$ cat config.mk
export PLATFORM = sky130hd
export DESIGN_NAME = lprq_job_fifo
export DESIGN_NICKNAME = d
export VERILOG_FILES = /design/src/hw/rtl/lprq_pkg.sv /design/src/hw/rtl/lprq_job_fifo.sv
export SDC_FILE = /design/constraint.sdc
export NUM_CORES = 1
export LEC_CHECK = 0
export ABC_AREA = 1
export BUFFER_PORTS_ARGS = -buffer_cell sky130_fd_sc_hd__buf_2
export CORE_MARGIN = 8
export CORE_UTILIZATION = 55
export DETAILED_ROUTE_END_ITERATION = 10
export PLACE_DENSITY = 0.92
export SLEW_MARGIN = 40
export SYNTH_ARGS = -nofsm -noshare
export SYNTH_HDL_FRONTEND = slang
export SYNTH_SLANG_ARGS = --single-unit
$ cat constraint.sdc
create_clock -name clock -period 5.8 [get_ports clock]
set_input_delay 1.16 -clock clock [delete_from_list [all_inputs] [get_ports clock]]
set_output_delay 1.16 -clock clock [all_outputs]
set_load 0.01 [all_outputs]
$ cat src/hw/rtl/lprq_pkg.sv
// ============================================================================
// Length-prefixed ring queue package
// Shared sizes, codes, job and memory-port types, and the ring pointer adder.
// ============================================================================
`default_nettype none

package lprq_pkg;

   // Ring and record geometry.
   localparam int RING_BYTES   = 1024;
   localparam int HEADER_BYTES = 4;
   localparam int MAX_RECORD   = 64;

   localparam int PTR_W  = $clog2(RING_BYTES);
   localparam int FREE_W = $clog2(RING_BYTES + 1);
   localparam int LEN_W  = 7;
   localparam int STEP_W = $clog2(HEADER_BYTES + (1 << LEN_W));
   localparam int BYTE_W = 8;

   typedef logic [PTR_W-1:0]  ptr_type;
   typedef logic [FREE_W-1:0] free_type;
   typedef logic [LEN_W-1:0]  len_type;
   typedef logic [STEP_W-1:0] step_type;
   typedef logic [BYTE_W-1:0] byte_type;

   localparam ptr_type  MID_PTR   = ptr_type'(RING_BYTES / 2);
   localparam free_type FREE_FULL = free_type'(RING_BYTES);
   localparam step_type HDR_STEP  = step_type'(HEADER_BYTES);
   localparam len_type  MAX_LEN   = len_type'(MAX_RECORD);

   typedef enum logic [1:0] {
      MODE_PUSH  = 2'd0,
      MODE_POP   = 2'd1,
      MODE_PEEK  = 2'd2,
      MODE_CLEAR = 2'd3
   } mode_type;

   typedef enum logic [1:0] {
      ST_OK    = 2'd0,
      ST_FULL  = 2'd1,
      ST_EMPTY = 2'd2,
      ST_BUSY  = 2'd3
   } status_type;

   typedef enum logic [1:0] {
      F_IDLE,
      F_DATA,
      F_HDR
   } front_state_type;

   // One unit of work for the back end. A count of zero means a single
   // result without a record byte.
   typedef struct packed {
      status_type status;
      len_type    stored_length;
      len_type    count;
      ptr_type    start;
   } job_type;

   typedef struct packed {
      logic    en;
      ptr_type addr;
   } ram_rd_type;

   typedef struct packed {
      logic     en;
      ptr_type  addr;
      byte_type data;
   } ram_wr_type;

   // Advance a ring position, wrapping at the ring end.
   function automatic ptr_type ptr_add(ptr_type p, step_type n);
      logic [PTR_W:0] s;
      s = {1'b0, p} + (PTR_W+1)'(n);
      if (s >= (PTR_W+1)'(RING_BYTES)) begin
         s = s - (PTR_W+1)'(RING_BYTES);
      end
      return s[PTR_W-1:0];
   endfunction

endpackage

`default_nettype wire

$ cat src/hw/rtl/lprq_job_fifo.sv
// ============================================================================
// Job queue
// Two-entry queue of jobs from the front end to the back end.
// ============================================================================
`default_nettype none

module lprq_job_fifo
   import lprq_pkg::*;
(
   input  wire logic    clock,
   input  wire logic    reset,
   input  wire logic    push,
   input  wire job_type push_job,
   input  wire logic    pop,
   output      job_type pop_job,
   output      logic    full,
   output      logic    empty
);

   job_type    slot_ff [2];
   logic       wr_idx_ff, wr_idx_in;
   logic       rd_idx_ff, rd_idx_in;
   logic [1:0] count_ff, count_in;

   always_comb begin
      wr_idx_in = wr_idx_ff;
      rd_idx_in = rd_idx_ff;
      count_in  = count_ff;
      if (push) begin
         wr_idx_in = ~wr_idx_ff;
      end
      if (pop) begin
         rd_idx_in = ~rd_idx_ff;
      end
      if (push && !pop) begin
         count_in = count_ff + 2'd1;
      end else if (pop && !push) begin
         count_in = count_ff - 2'd1;
      end
   end

   always_ff @(posedge clock) begin
      if (reset) begin
         wr_idx_ff <= 1'b0;
         rd_idx_ff <= 1'b0;
         count_ff  <= 2'd0;
      end else begin
         wr_idx_ff <= wr_idx_in;
         rd_idx_ff <= rd_idx_in;
         count_ff  <= count_in;
      end
   end

   always_ff @(posedge clock) begin
      if (push) begin
         slot_ff[wr_idx_ff] <= push_job;
      end
   end

   assign pop_job = slot_ff[rd_idx_ff];
   assign full    = (count_ff == 2'd2);
   assign empty   = (count_ff == 2'd0);

   a_no_push_full: assert property (@(posedge clock) disable iff (reset)
      full |-> !push || pop)
      else $error("job queue written while full");

endmodule

`default_nettype wire

==> results_dict.tcl <==
set metrics [dict create \
    outcome "completed" \
    area_growth_pct 22.3 \
    ir_drop_v 0.000174 \
    wirelength_um 3950 \
    synth_cell_type_count 16 \
    cp_max_fo 14 \
    hold_buffers 0 \
    cp.arrival_ps 1940 \
    core_area_um2 3940 \
    drive_above_1_share 0.527 \
    antenna_found_initial 0 \
    end_kind "output port" \
    cts_made_buffers 9 \
    syn_area_um2 2210 \
    synthTopCellsByCount "edfxtp_1 (52), mux2_4 (20), inv_1 (9)" \
    critical_path_class "register to output port" \
    grt_pass1_vias 1217 \
    dieArea_um2 6300 \
    vias 1166 \
    grt_max_degree 28 \
    synth_fp_nets 145 \
    regArea_um2 1660 \
    htree_num_levels 3 \
    power_leakage_nw 1.11 \
    finish.utilization 0.685 \
    cts_resized 0 \
    antenna_cells 0 \
    cts_root_buf "clkbuf_8" \
    grt_usage 0.130 \
    firstDrtPassIters 4 \
    final_hold_viol_count 0 \
    synth_edf_count 52 \
    clock_power_share 0.360 \
    synth_ff_type "edfxtp_1" \
    ys_seq_area_frac 0.753 \
    drt_iter0_drc 35 \
    power_frac_seq 0.528 \
    clk_pin_slew_worst_paths_ps 60 \
    power.internal_w 0.000722 \
    rsz0062_at_grt "no" \
    wl_per_cell_um 16.7 \
    switching_share 0.216 \
    io_pins 58 \
    final_area_um2 2700 \
    post_cts_buffers 0 \
    via_per_inst 4.94 \
    syn_avg_cell_area_um2 19.4 \
    async_flop_share 0 \
    syn_inst 114 \
    synth-seq-cells 57 \
    setup_violations 0 \
    drc 0 \
    drtAntennaViolNets 0 \
    yosysMostFrequentCell "edfxtp_1" \
    grt_first_pass_wirelength_um 6080 \
    tightest_slew_ps 659 \
    rows 23 \
    start_kind "register" \
    layout_min_cycle_time_ps 3100 \
    maxSlewHeadroom 0.560 \
    p_comb_frac 0.113 \
    power_density_nw_per_um2 341 \
    initial_core_util 0.560 \
    cts.sinks 57 \
    p_switching_w 0.000199 \
    die_w_um 79.3 \
    yosysTopAreaCell "edfxtp_1" \
    die_h_um 79.3 \
    skew_ps 2.99 \
    max_cap_violations 0 \
    drv_slew 0 \
    fillers 263 \
    portBuffers 57 \
    gr-total-overflow 0 \
    holdCritPathClass "register to register" \
    place_congestion 0.738 \
    fmax_mhz 323 \
    clockBufferDepth 2 \
    crit_required_ps 4640 \
    period_share 0.534 \
    synth_top_area_share 0.707 \
    yosys_warnings 0 \
    nets 212 \
    tns_ps 0 \
    multi_input_area_um2 463 \
    cts_tree "built" \
    place_hpwl_um 2870 \
    clock_latency_ps 320 \
    placed_area_um2 2520 \
    synth_area_leaders "edfxtp_1 (71%), mux2_4 (14%), dfxtp_1 (4.5%)" \
]
[sequential cells by signal, indices dropped and copies added, names as in the netlist, named ones only]
register,cells
wr_idx_ff,1
slot_ff,52
count_ff,2
rd_idx_ff,1
[worst paths after layout]
kind,start,endpoint,slack (ps),cells past startpoint
hold reg to reg,rd_idx_ff,rd_idx_ff,520,2
setup reg to reg,wr_idx_ff,slot_ff[0][7],4420,2
hold / removal,rd_idx_ff,rd_idx_ff,520,2
setup / recovery,register,pop_job[10],2700,3
[metrics by stage]
step	total power, W	worst slack, ps	cells	hold WS [ps]
after floorplan	0.000562	3090	114	480
after global placement	0.000594	3080	220	496
after detailed placement	0.000600	3010	220	509
after CTS	0.000931	2660	236	525
after global routing	0.000954	2610	236	582
final	0.000921	2700	236	517
[worst max-delay path: stages (launching register included)]
cell and delay [ps]:
dfxtp_1 740, buf_4 400, mux2_4 330, buf_2 150
[placed cells by master, fill, tap and decap left out, drive strengths merged, types with 4 or more instances in the layout]
cell | netlist | final
inv | 9 | 9
buf | 3 | 59
edfxtp | 52 | 52
nand2 | 5 | 5
clkbuf | 0 | 11
mux2 | 26 | 26
clkinv | 0 | 4
dfxtp | 5 | 5
nor2 | 7 | 7
[cell families after synthesis]
family                     share of synthesized area
DFF                                            0.753
muxes                                          0.167
and+or+nand+nor                               0.0278
buffers and inverters                         0.0385
AOI/OAI and AO/OA                            0.00453
xor gates and xnor gates                     0.00397
adders and majority gates                    0.00567
[power groups by stage]
stage                     clock network [W]  logic [W]  registers [W]
final                              0.000331   0.000104       0.000486
after global routing               0.000354   0.000113       0.000487
after CTS                          0.000339   0.000106       0.000486
after detailed placement                  0   0.000106       0.000494
after global placement                    0   0.000102       0.000492
after floorplan                           0  0.0000736       0.000488
[final cells by class]
type / instances / area share
multi-input combinational: 45 / 0.172
tap: 50 / 0.0232
inverter: 9 / 0.0125
clock inverter: 5 / 0.0172
clock buffer: 11 / 0.0487
sequential: 57 / 0.616
timing repair buffer: 59 / 0.111
[routing by layer]
layer,vias up,track usage,wire (um)
met3,7,0.0395,268
li1,555,-,-
met1,564,0.144,1600
met2,40,0.211,2000
met4,0,0.0889,78
met5,-,0,0
Power figures use the tool's default switching activity.
