--- config.mk ---
export PLATFORM = sky130hd
export DESIGN_NAME = lprq_front
export DESIGN_NICKNAME = d
export VERILOG_FILES = /design/src/hw/rtl/lprq_pkg.sv /design/src/hw/rtl/lprq_front.sv
export SDC_FILE = /design/constraint.sdc
export NUM_CORES = 1
export LEC_CHECK = 0
export ABC_AREA = 1
export BUFFER_PORTS_ARGS = -buffer_cell sky130_fd_sc_hd__buf_2
export CAP_MARGIN = 20
export CORE_MARGIN = 2
export CORE_UTILIZATION = 45
export CTS_CLUSTER_SIZE = 16
export DETAILED_ROUTE_END_ITERATION = 12
export PLACE_DENSITY = 0.78
export SETUP_SLACK_MARGIN = 0.5
export SKIP_CTS_REPAIR_TIMING = 1
export SLEW_MARGIN = 10
export SYNTH_ARGS = -nofsm -noshare
export SYNTH_HDL_FRONTEND = slang
export SYNTH_SLANG_ARGS = --single-unit
--- constraint.sdc ---
create_clock -name clock -period 7.4 [get_ports clock]
set_clock_uncertainty 0.2 [all_clocks]
set_input_delay 1.48 -clock clock [delete_from_list [all_inputs] [get_ports clock]]
set_output_delay 1.48 -clock clock [all_outputs]
set_load 0.02 [all_outputs]
--- src/hw/rtl/lprq_pkg.sv ---
// ============================================================================
// Length-prefixed ring queue package
// Shared sizes, codes, job and memory-port types, and the ring pointer adder.
// ============================================================================
`default_nettype none

package lprq_pkg;

   // Ring and record geometry.
   localparam int RING_BYTES   = 1024;
   localparam int HEADER_BYTES = 4;
   localparam int MAX_RECORD   = 64;

   localparam int PTR_W  = $clog2(RING_BYTES);
   localparam int FREE_W = $clog2(RING_BYTES + 1);
   localparam int LEN_W  = 7;
   localparam int STEP_W = $clog2(HEADER_BYTES + (1 << LEN_W));
   localparam int BYTE_W = 8;

   typedef logic [PTR_W-1:0]  ptr_type;
   typedef logic [FREE_W-1:0] free_type;
   typedef logic [LEN_W-1:0]  len_type;
   typedef logic [STEP_W-1:0] step_type;
   typedef logic [BYTE_W-1:0] byte_type;

   localparam ptr_type  MID_PTR   = ptr_type'(RING_BYTES / 2);
   localparam free_type FREE_FULL = free_type'(RING_BYTES);
   localparam step_type HDR_STEP  = step_type'(HEADER_BYTES);
   localparam len_type  MAX_LEN   = len_type'(MAX_RECORD);

   typedef enum logic [1:0] {
      MODE_PUSH  = 2'd0,
      MODE_POP   = 2'd1,
      MODE_PEEK  = 2'd2,
      MODE_CLEAR = 2'd3
   } mode_type;

   typedef enum logic [1:0] {
      ST_OK    = 2'd0,
      ST_FULL  = 2'd1,
      ST_EMPTY = 2'd2,
      ST_BUSY  = 2'd3
   } status_type;

   typedef enum logic [1:0] {
      F_IDLE,
      F_DATA,
      F_HDR
   } front_state_type;

   // One unit of work for the back end. A count of zero means a single
   // result without a record byte.
   typedef struct packed {
      status_type status;
      len_type    stored_length;
      len_type    count;
      ptr_type    start;
   } job_type;

   typedef struct packed {
      logic    en;
      ptr_type addr;
   } ram_rd_type;

   typedef struct packed {
      logic     en;
      ptr_type  addr;
      byte_type data;
   } ram_wr_type;

   // Advance a ring position, wrapping at the ring end.
   function automatic ptr_type ptr_add(ptr_type p, step_type n);
      logic [PTR_W:0] s;
      s = {1'b0, p} + (PTR_W+1)'(n);
      if (s >= (PTR_W+1)'(RING_BYTES)) begin
         s = s - (PTR_W+1)'(RING_BYTES);
      end
      return s[PTR_W-1:0];
   endfunction

endpackage

`default_nettype wire

--- src/hw/rtl/lprq_front.sv ---
// ============================================================================
// Front end
// Takes transactions, keeps the ring pointers and free space, writes pushed
// bytes, reads record headers and queues one job per transaction.
// ============================================================================
`default_nettype none

module lprq_front
   import lprq_pkg::*;
(
   input  wire logic       clock,
   input  wire logic       reset,
   input  wire logic       req_valid,
   output      logic       req_ready,
   input  wire mode_type   req_mode,
   input  wire byte_type   req_byte,
   input  wire len_type    req_rec_len,
   input  wire len_type    req_max,
   input  wire logic       job_full,
   output      logic       job_push,
   output      job_type    job,
   input  wire logic       stream_done,
   output      ram_wr_type ram_wr,
   output      ram_rd_type ram_rd,
   input  wire byte_type   ram_rd_data
);

   front_state_type state_ff, state_in;
   ptr_type         rp_ff, rp_in;
   ptr_type         wp_ff, wp_in;
   free_type        free_ff, free_in;
   len_type         left_ff, left_in;
   logic            drop_ff, drop_in;
   logic            pend_ff, pend_in;
   logic            is_pop_ff, is_pop_in;
   len_type         max_ff, max_in;
   byte_type        byte_ff, byte_in;

   logic     accept;
   free_type need;
   len_type  hdr_len;
   len_type  hdr_min;
   len_type  hdr_cnt;
   step_type total;
   free_type used;
   free_type free_grow;

   assign req_ready = (state_ff == F_IDLE) && !job_full && !pend_ff;
   assign accept    = req_valid && req_ready;
   assign need      = free_type'(HEADER_BYTES) + free_type'(req_rec_len);

   // Stored lengths never exceed the record limit. Only the low header byte is
   // written, and the length is taken from that byte.
   assign hdr_len   = ram_rd_data[LEN_W-1:0];
   assign hdr_min   = (hdr_len < max_ff) ? hdr_len : max_ff;
   assign hdr_cnt   = (hdr_min > MAX_LEN) ? MAX_LEN : hdr_min;
   assign total     = HDR_STEP + step_type'(hdr_len);
   assign used      = FREE_FULL - free_ff;
   assign free_grow = free_ff + free_type'(total);

   always_comb begin
      state_in  = state_ff;
      rp_in     = rp_ff;
      wp_in     = wp_ff;
      free_in   = free_ff;
      left_in   = left_ff;
      drop_in   = drop_ff;
      pend_in   = pend_ff;
      is_pop_in = is_pop_ff;
      max_in    = max_ff;
      byte_in   = byte_ff;
      job_push  = 1'b0;
      job       = '0;
      ram_wr    = '0;
      ram_rd    = '0;
      if (stream_done) begin
         pend_in = 1'b0;
      end
      unique case (state_ff)
         F_IDLE: begin
            if (accept) begin
               unique case (req_mode)
                  MODE_PUSH: begin
                     job_push   = 1'b1;
                     job.status = ST_OK;
                     if (left_ff != '0) begin
                        left_in = left_ff - len_type'(1);
                        if (drop_ff) begin
                           job.status = ST_FULL;
                           if (left_ff == len_type'(1)) begin
                              drop_in = 1'b0;
                           end
                        end else begin
                           ram_wr  = '{en: 1'b1, addr: wp_ff, data: req_byte};
                           wp_in   = ptr_add(wp_ff, step_type'(1));
                        end
                     end else if (req_rec_len > MAX_LEN || free_ff < need) begin
                        // Rejected record: its remaining bytes are skipped.
                        job.status = ST_FULL;
                        left_in    = (req_rec_len != '0) ? req_rec_len - len_type'(1) : '0;
                        drop_in    = (req_rec_len > len_type'(1));
                     end else begin
                        free_in = free_ff - need;
                        ram_wr  = '{en: 1'b1, addr: wp_ff, data: byte_type'(req_rec_len)};
                        wp_in   = ptr_add(wp_ff, HDR_STEP);
                        if (req_rec_len != '0) begin
                           byte_in  = req_byte;
                           left_in  = req_rec_len - len_type'(1);
                           state_in = F_DATA;
                        end
                     end
                  end
                  MODE_CLEAR: begin
                     job_push   = 1'b1;
                     job.status = ST_OK;
                     rp_in      = MID_PTR;
                     wp_in      = MID_PTR;
                     free_in    = FREE_FULL;
                     left_in    = '0;
                     drop_in    = 1'b0;
                  end
                  MODE_POP, MODE_PEEK: begin
                     if (left_ff != '0) begin
                        job_push   = 1'b1;
                        job.status = ST_BUSY;
                     end else if (free_ff >= FREE_FULL) begin
                        job_push   = 1'b1;
                        job.status = ST_EMPTY;
                     end else begin
                        ram_rd    = '{en: 1'b1, addr: rp_ff};
                        is_pop_in = (req_mode == MODE_POP);
                        max_in    = req_max;
                        state_in  = F_HDR;
                     end
                  end
                  default: begin
                     job_push = 1'b0;
                  end
               endcase
            end
         end
         F_DATA: begin
            // First data byte of a record, after its header.
            ram_wr   = '{en: 1'b1, addr: wp_ff, data: byte_ff};
            wp_in    = ptr_add(wp_ff, step_type'(1));
            state_in = F_IDLE;
         end
         F_HDR: begin
            if (!job_full) begin
               job_push          = 1'b1;
               job.status        = ST_OK;
               job.stored_length = hdr_len;
               job.count         = hdr_cnt;
               job.start         = ptr_add(rp_ff, HDR_STEP);
               if (hdr_cnt != '0) begin
                  pend_in = 1'b1;
               end
               if (is_pop_ff) begin
                  rp_in   = ptr_add(rp_ff, total);
                  free_in = (free_type'(total) >= used) ? FREE_FULL : free_grow;
               end
               state_in = F_IDLE;
            end
         end
         default: begin
            state_in = F_IDLE;
         end
      endcase
   end

   always_ff @(posedge clock) begin
      if (reset) begin
         state_ff <= F_IDLE;
         rp_ff    <= MID_PTR;
         wp_ff    <= MID_PTR;
         free_ff  <= FREE_FULL;
         left_ff  <= '0;
         drop_ff  <= 1'b0;
         pend_ff  <= 1'b0;
      end else begin
         state_ff <= state_in;
         rp_ff    <= rp_in;
         wp_ff    <= wp_in;
         free_ff  <= free_in;
         left_ff  <= left_in;
         drop_ff  <= drop_in;
         pend_ff  <= pend_in;
      end
   end

   always_ff @(posedge clock) begin
      is_pop_ff <= is_pop_in;
      max_ff    <= max_in;
      byte_ff   <= byte_in;
   end

   a_free_bound: assert property (@(posedge clock) disable iff (reset)
      free_ff <= FREE_FULL)
      else $error("free space above ring size");

   a_drop_left: assert property (@(posedge clock) disable iff (reset)
      drop_ff |-> left_ff != '0)
      else $error("skipping a record with no bytes left");

endmodule

`default_nettype wire

==> reports/summary.txt, run 1 <==
via count -> 6,357
Clock Path Buffers -> 2
HPWL Detailed -> 12.9 mm
GR Util All Layers -> 0.230
Critical-path top delay cell -> ha_1
Slew @ Worst Pin -> 0.694 ns
CP Max Fanout -> 18
Die Y -> 120 um
router iterations before antenna repair -> 6
final setup margin -> 1.66 ns
hold path depth -> 2
CP required -> 5.72 ns
first-pass GRT wire length -> 27.1 mm
CTS root buf -> clkbuf_16
reg2reg path depth -> 16
critical path arrival -> 4.06 ns
power density cells -> 231 nW/um2
Synthesized Nets -> 1,042
Buf/Inv on CP -> 2
Mapped Cells -> 950
pre-CTS setup slack -> 1.72 ns
crit share post-route -> 0.776
Synth area leaders -> nand2_1 14%, dfxtp_1 14%, ha_1 11%
Antenna Nets Post-Route -> 0
Min-Delay Endpoint -> rp_ff[0]$_SDFFE_PP0P_
Final GP Congestion -> 0.922
cts bufs inserted -> 9
Post-Syn Area -> 6060 um2
static leakage -> 3.54 nW
reg2reg start -> free_ff[1]$_SDFFE_PP0P_
Worst VDD drop -> 0.0945 mV
Detailed Route Iter0 Violations -> 425
unrepaired setup endpoints after global routing -> false
ant diodes -> 0
YS warnings -> 0
Std-Cell Rows -> 42
Slew Viols, Final -> 0
Routed WL -> 16.4 mm
area leader, netlist -> nand2_1
largest net degree at the start of global routing -> 31
crit end category -> output port
vias per cell -> 5.21
FMAX -> 0.174 GHz
nets@finish -> 1,132
reg2reg setup slack -> 4.29 ns
post-synth cell types -> 44
Seq/Total Area, Yosys -> 0.218
vias in the first global route -> 5,688
hold_sp -> rp_ff[0]$_SDFFE_PP0P_
DRC violations left -> 0
Startpoint Class -> input port
Initial Util -> 0.460
H-Tree Depth -> 3
worst skew pair latency -> 0.34 ns
Clock Sinks -> 58
max cap viols -> 0
initial antenna violation count -> 0
die area -> 14,400 um2
Setup violations, final -> 0
outcome -> finished, final reports clean
GR Overflow Total -> 0
I/O pin count -> 95
Fill cells -> 1,314
Top delay family on crit path -> simple AND/OR/NAND/NOR gates
register bit total from synthesis -> 58
CTS tree -> done
fin crit period -> 5.74 ns
PortBufs -> 93
share of layout cells above drive strength 1 -> 0.159
Largest stage delay, worst path -> 0.37 ns
CP Cell Sequence -> buf_2 -> ha_1 -> nand3_1 -> xor2_1 -> ha_1 -> nand2_1 -> nor2_1 -> nand3_2 -> nand3_2 -> nand2_4 -> nor2_4 -> nand3_4 -> o211ai_1 -> buf_2
CTS clk-pin slew, worst paths -> 0.05 ns
critical setup path kind -> in2out
most common cell after layout, fill and taps aside -> nand2_1
Area Overhead vs Synth -> 14.3%
Worst Hold Class -> reg2reg
Reg-to-Reg End -> free_ff[0]$_SDFFE_PP0P_
Slew headroom -> 0.537
core area -> 13,200 um2
Final Hold Viols -> 0
most frequent cells in the layout -> 231 x nand2_1, 124 x inv_1, 123 x nor2_1
Die X -> 120 um
Yosys top cell area share -> 0.143
DR WL/cell -> 13.4 um
Mapped Avg Cell Area -> 6.38 um2
setup total negative slack -> 0 ns
cell type report:
| cell class | instances | area [um2] | share of cell area |
|---|---|---|---|
| clock buffers | 16 | 262 | 0.0377 |
| repair buffers | 94 | 473 | 0.0683 |
| multi-input cells | 740 | 4140 | 0.597 |
| flip-flops and latches | 58 | 1320 | 0.191 |
| inverters | 137 | 514 | 0.0742 |
| well taps | 176 | 220 | 0.0318 |
power breakdown:
part | internal [W] | total (W) | switching [W] | leakage [nW]
clock | 0.000236 | 0.000385 | 0.000149 | 0.125
sequential | 0.000362 | 0.000405 | 0.0000430 | 0.486
combinational | 0.000273 | 0.000810 | 0.000538 | 2.93
total | 0.000871 | 0.00160 | 0.000729 | 3.54
kinds of logic (layout without fill, tap and decap cells):
group / after synthesis / count (layout) / share of synthesized area
flops: 58 / 58 / 0.218
fa+ha+maj: 55 / 55 / 0.117
compound gates: 138 / 138 / 0.131
simple gates: 508 / 508 / 0.378
xor+xnor: 39 / 39 / 0.0563
buf+inv: 152 / 247 / 0.0993
how the worst max path moves through the flow:
stage / start / endpoint / depth (start not counted)
2_1_floorplan: req_rec_len[2] / ram_wr[10] / 13
3_3_place_gp: req_rec_len[2] / ram_wr[3] / 14
3_5_place_dp: req_rec_len[2] / ram_wr[3] / 14
4_1_cts: req_rec_len[2] / ram_wr[3] / 14
5_1_grt: req_rec_len[2] / ram_wr[6] / 14
6_report: req_rec_len[2] / ram_wr[3] / 14
Yosys cell counts (all sizes together):
master and n:
a21boi 2, a21o 2, a21oi 83, a31oi 3, a32o 1, buf 8
clkbuf 7, dfxtp 42, edfxtp 16, fa 3, ha 52, inv 137
nand2 239, nand3 91, nand3b 1, nand4 19, nor2 135, nor3 14
nor4 2, o2111ai 1, o211ai 9, o21ai 30, o21bai 5, o22ai 1
o31ai 1, or2 7, xnor2 3, xor2 36
stage by stage:
step	instances	area [um2]	total power [W]	util	hold slack, ns
2_1_floorplan	950	6060	0.00103	-	0.250
3_3_place_gp	1204	6660	0.00119	0.505	0.271
3_5_place_dp	1204	6660	0.00121	0.505	0.279
4_1_cts	1220	6920	0.00159	0.525	0.286
5_1_grt	1221	6930	0.00173	0.525	0.301
6_report	1221	6930	0.00160	0.525	0.283
flip-flops by register name, summed over array words and instances (netlist names):
signal / cells
byte_ff: 8
drop_ff: 1
free_ff: 11
is_pop_ff: 1
left_ff: 7
max_ff: 7
pend_ff: 1
rp_ff: 10
state_ff: 2
wp_ff: 10
layer usage:
layer	vias to the layer above	part of all wire	track usage
li1	3280	-	-
met1	2892	0.47	0.312
met2	159	0.47	0.379
met3	26	0.045	0.0304
met4	0	0.018	0.0735
met5	-	0	0
tightest hold or removal path: stages, from the launching register on:
cell and delay [ns]:
dfxtp_1 0.32, nand2_1 0.06, a21oi_1 0.05
Note: power is estimated with default switching activity, not from simulation.
==> run 2, diff against run 1 <==
--- a/config.mk
+++ b/config.mk
@@ -12,7 +12,7 @@
 export CORE_UTILIZATION = 45
 export CTS_CLUSTER_SIZE = 16
 export DETAILED_ROUTE_END_ITERATION = 12
-export PLACE_DENSITY = 0.78
+export PLACE_DENSITY = 0.8
 export SETUP_SLACK_MARGIN = 0.5
 export SKIP_CTS_REPAIR_TIMING = 1
 export SLEW_MARGIN = 10
==> constraint.sdc (replaced) <==
create_clock -name clock -period 4.95 [get_ports clock]
set_clock_uncertainty 0.2 [all_clocks]
set_input_delay 0.99 -clock clock [delete_from_list [all_inputs] [get_ports clock]]
set_output_delay 0.99 -clock clock [all_outputs]
set_load 0.02 [all_outputs]
==> run 2 against run 1 <==
- count of clock-buffer cells in the layout is 1 lower
- critical endpoint is now ram_wr[14]
- clock power up 77%
- register-to-register slack worse by 2.5 ns
- highest routed layer unchanged
- worst hold slack better by 0.011 ns
- final cell count grew 0.57%
- largest cell class unchanged
- sequential power increased by 50%
- cell area rose by 3.6%
- worst setup slack got worse by 1.1 ns
- critical path depth grew 2
==> reports/summary.txt, run 2 (synthesis results as in run 1) <==
max reg flops -> 11
CTS root buf -> clkbuf_16
Slew @ Worst Pin -> 0.715 ns
DR WL/cell -> 13.9 um
Worst VDD drop -> 0.175 mV
unrepaired setup endpoints after global routing -> false
power density cells -> 356 nW/um2
cts bufs inserted -> 9
Initial Util -> 0.460
Die X -> 120 um
Slew Viols, Final -> 0
Std-Cell Rows -> 42
initial antenna violation count -> 0
CTS tree -> done
critical path arrival -> 3.19 ns
CP Max Fanout -> 7
biggest regs -> free_ff (11), rp_ff (10), wp_ff (10)
most flop-heavy register -> free_ff
share of layout cells above drive strength 1 -> 0.178
PortBufs -> 93
fin crit period -> 4.38 ns
Detailed Route Iter0 Violations -> 540
ant diodes -> 0
setup total negative slack -> 0 ns
Slew headroom -> 0.523
crit share post-route -> 0.884
CTS clk-pin slew, worst paths -> 0.05 ns
post-route insts no fill -> 1,228
vias in the first global route -> 5,838
Cells after DPL -> 1,204
DRC violations left -> 0
Antenna Nets Post-Route -> 0
outcome -> finished, final reports clean
core area -> 13,200 um2
H-Tree Depth -> 3
Worst Hold Class -> reg2reg
FMAX -> 0.229 GHz
GR Util All Layers -> 0.234
crit end category -> output port
die area -> 14,400 um2
nets@finish -> 1,139
final setup margin -> 0.574 ns
first-pass GRT wire length -> 27.6 mm
Area Overhead vs Synth -> 18.5%
Fin Hold WS -> 0.294 ns
CP required -> 3.76 ns
worst skew pair latency -> 0.34 ns
Routed WL -> 17.1 mm
Clock Sinks -> 58
Die Y -> 120 um
Setup violations, final -> 0
most common cell after layout, fill and taps aside -> nand2_1
most frequent cells in the layout -> 227 x nand2_1, 124 x inv_1, 122 x nor2_1
vias per cell -> 5.35
pre-CTS setup slack -> 0.327 ns
critical setup path kind -> in2out
GR Overflow Total -> 0
Clock Path Buffers -> 2
max cap viols -> 0
static leakage -> 3.63 nW
HPWL Detailed -> 12.9 mm
Final Hold Viols -> 0
Startpoint Class -> input port
I/O pin count -> 95
router iterations before antenna repair -> 6
via count -> 6,567
largest net degree at the start of global routing -> 31
Final GP Congestion -> 0.936
==> run 2: cell count changes in the layout (fill, tap and decap cells not counted), sizes merged <==
| cell | before | now |
|---|---|---|
| buf | 93 | 100 |
| clkbuf | 17 | 15 |
| bufinv | 0 | 1 |
| nand3 | 91 | 92 |
==> run 2: metal layers <==
metal,track usage,vias to the layer above,part of all wire
li1,-,3293,-
met1,0.312,3042,0.45
met2,0.388,205,0.48
met3,0.0366,27,0.054
met4,0.0728,0,0.020
met5,0,-,0
==> run 2: path summary, 6_finish.rpt <==
check	startpoint	cells past startpoint	endpoint	slack [ns]
max	req_rec_len[2]	16	ram_wr[14]	0.57
min	drop_ff$_SDFFE_PP0P_	2	drop_ff$_SDFFE_PP0P_	0.29
max reg2reg	free_ff[1]$_SDFFE_PP0P_	16	free_ff[0]$_SDFFE_PP0P_	1.75
min reg2reg	drop_ff$_SDFFE_PP0P_	2	drop_ff$_SDFFE_PP0P_	0.29
==> run 2: power by group <==
part | switching, W | internal [W]
Combinational | 0.000835 | 0.000432
Clock | 0.000223 | 0.000458
Sequential | 0.0000678 | 0.000541
==> run 2: stage by stage <==
step	power, W	util	cell area, um2
5_1_grt	0.00275	0.544	7180
2_1_floorplan	0.00154	-	6060
4_1_cts	0.00249	0.530	6990
3_5_place_dp	0.00181	0.505	6660
3_3_place_gp	0.00179	0.505	6660
6_report	0.00256	0.544	7180
==> run 2: area by class of cell <==
cell class,count,area [um2]
multi-input cells,741,4240
repair buffers,100,562
clock buffers,15,298
clock inverters,1,30.0
fillers,1255,6010
inverters,137,514
flip-flops and latches,58,1320
well taps,176,220
==> run 2: critical path, cell delays in order <==
cell and delay, ns:
buf_6 0.11, ha_4 0.15, nand3_2 0.07, xor2_1 0.15, ha_1 0.34, buf_4 0.13
a21oi_1 0.08, nand2_2 0.11, nand2_4 0.07, nand3_4 0.09, nand2_4 0.07, nor2_4 0.20
nand3_4 0.16, buf_12 0.19, a21oi_2 0.12, buf_4 0.15
==> run 3, diff against run 2 <==
--- a/config.mk
+++ b/config.mk
@@ -10,6 +10,7 @@
 export CAP_MARGIN = 20
 export CORE_MARGIN = 2
 export CORE_UTILIZATION = 45
+export CTS_BUF_LIST = sky130_fd_sc_hd__clkbuf_8
 export CTS_CLUSTER_SIZE = 16
 export DETAILED_ROUTE_END_ITERATION = 12
 export PLACE_DENSITY = 0.8
==> run 3 against run 2 <==
- register-to-register slack improved by 0.02 ns
- via count decreased by 1.1%
- first-iteration DRC count fell by 3.5%
- sequential power barely moved
- flip-flop and latch count unchanged
- fmax increased by 0.12%
- worst hold slack better by 0.0037 ns
- final cell count stayed put
- critical path type unchanged
- largest power group unchanged
==> reports/summary.txt, run 3 (synthesis results as in run 1) <==
Worst VDD drop -> 0.141 mV
DRC violations left -> 0
Largest stage delay, worst path -> 0.34 ns
CTS clk-pin slew, worst paths -> 0.07 ns
critical path arrival -> 3.18 ns
I/O pin count -> 95
Buf/Inv on CP -> 4
most flop-heavy register -> free_ff
Clock Sinks -> 58
power density cells -> 334 nW/um2
Area Overhead vs Synth -> 16.7%
post-route insts no fill -> 1,228
Setup violations, final -> 0
Startpoint Class -> input port
Die X -> 120 um
vias per cell -> 5.29
placed cell area -> 6660 um2
static leakage -> 3.57 nW
Slew Viols, Final -> 0
Initial Util -> 0.460
HPWL Detailed -> 12.9 mm
setup total negative slack -> 0 ns
Slew @ Worst Pin -> 0.727 ns
Cells after DPL -> 1,204
Sw Share -> 0.462
max cap viols -> 0
Std-Cell Rows -> 42
via count -> 6,498
biggest regs -> free_ff (11), rp_ff (10), wp_ff (10)
most common cell after layout, fill and taps aside -> nand2_1
cts bufs inserted -> 9
crit share post-route -> 0.883
Finished Cell Area -> 7070 um2
CP required -> 3.76 ns
CP Cell Sequence -> buf_6 -> ha_4 -> nand3_2 -> xor2_1 -> ha_1 -> buf_4 -> a21oi_1 -> nand2_2 -> nand2_2 -> nand3_4 -> nand2_4 -> nor2_4 -> nand3_4 -> buf_12 -> a21oi_2 -> buf_4
unrepaired setup endpoints after global routing -> false
critical setup path kind -> in2out
Comb power frac -> 0.530
P_sw -> 0.00109 W
Worst Hold Class -> reg2reg
nets@finish -> 1,139
Power, Total -> 0.00237 W
Final GP Congestion -> 0.936
most frequent cells in the layout -> 227 x nand2_1, 125 x inv_1, 122 x nor2_1
GR Overflow Total -> 0
Final Core Density -> 0.536
Seq pwr share -> 0.257
CTS tree -> done
CTS root buf -> clkbuf_8
Detailed Route Iter0 Violations -> 521
Die Y -> 120 um
core area -> 13,200 um2
internal power -> 0.00127 W
max reg flops -> 11
crit end category -> output port
fin crit period -> 4.37 ns
DR WL/cell -> 13.6 um
Slew headroom -> 0.515
Clock Power Share -> 0.213
Antenna Nets Post-Route -> 0
initial antenna violation count -> 0
Clock Path Buffers -> 2
Critical-path top delay cell -> ha_1
Final Hold Viols -> 0
H-Tree Depth -> 3
vias in the first global route -> 5,786
first-pass GRT wire length -> 27.3 mm
worst skew pair latency -> 0.36 ns
FMAX -> 0.229 GHz
PortBufs -> 93
largest net degree at the start of global routing -> 31
CP Max Fanout -> 7
GR Util All Layers -> 0.232
router iterations before antenna repair -> 6
ant diodes -> 0
Routed WL -> 16.7 mm
Top delay family on crit path -> simple AND/OR/NAND/NOR gates
share of layout cells above drive strength 1 -> 0.178
outcome -> finished, final reports clean
die area -> 14,400 um2
==> run 3: cell count changes in the layout (fill, tap and decap cells not counted), sizes merged <==
cell and delta:
clkbuf -1, inv +1
==> run 3: layout make-up <==
type / count / area (um2)
multi-input combinational: 741 / 4220
clock inverter: 2 / 33.8
inverter: 137 / 514
sequential: 58 / 1320
timing repair buffer: 100 / 566
fill: 1273 / 6120
clock buffer: 14 / 193
tap: 176 / 220
==> run 3: metal layers <==
layer | vias up | part of all wire | global-route usage
li1 | 3293 | - | -
met2 | 213 | 0.48 | 0.381
met1 | 2970 | 0.45 | 0.311
met3 | 22 | 0.058 | 0.0347
met4 | 0 | 0.018 | 0.0721
met5 | - | 0 | 0
==> run 3: path summary, 6_finish.rpt <==
kind                                                end               startpoint  cells past startpoint  slack, ns
worst max-delay path                         ram_wr[14]           req_rec_len[3]                     16       0.58
worst min-delay path            left_ff[1]$_SDFFE_PP0P_  left_ff[1]$_SDFFE_PP0P_                      2       0.30
worst max register to register  free_ff[0]$_SDFFE_PP0P_  free_ff[1]$_SDFFE_PP0P_                     16       1.77
worst min register to register  left_ff[1]$_SDFFE_PP0P_  left_ff[1]$_SDFFE_PP0P_                      2       0.30
==> run 3: per-stage QoR <==
step           setup slack (ns)  hold slack, ns
3_3_place_gp              0.341           0.269
2_1_floorplan             0.866           0.250
3_5_place_dp              0.327           0.287
4_1_cts                   0.308           0.299
6_report                  0.579           0.298
5_1_grt                   0.470           0.335
==> run 3: tightest hold or removal path, delay by kind of cell, from the launching register on <==
family,cells,cell delay (ns)
compound gates,1,0.06
simple gates,1,0.07
flops,1,0.33
==> run 3: power groups by stage <==
| stage | clock (W) | sequential [W] | combinational, W |
|---|---|---|---|
| final | 0.000503 | 0.000607 | 0.00125 |
| after global routing | 0.000531 | 0.000616 | 0.00142 |
| after CTS | 0.000509 | 0.000605 | 0.00120 |
| after detailed placement | 0 | 0.000615 | 0.00119 |
| after global placement | 0 | 0.000614 | 0.00117 |
| after floorplan | 0 | 0.000595 | 0.000941 |
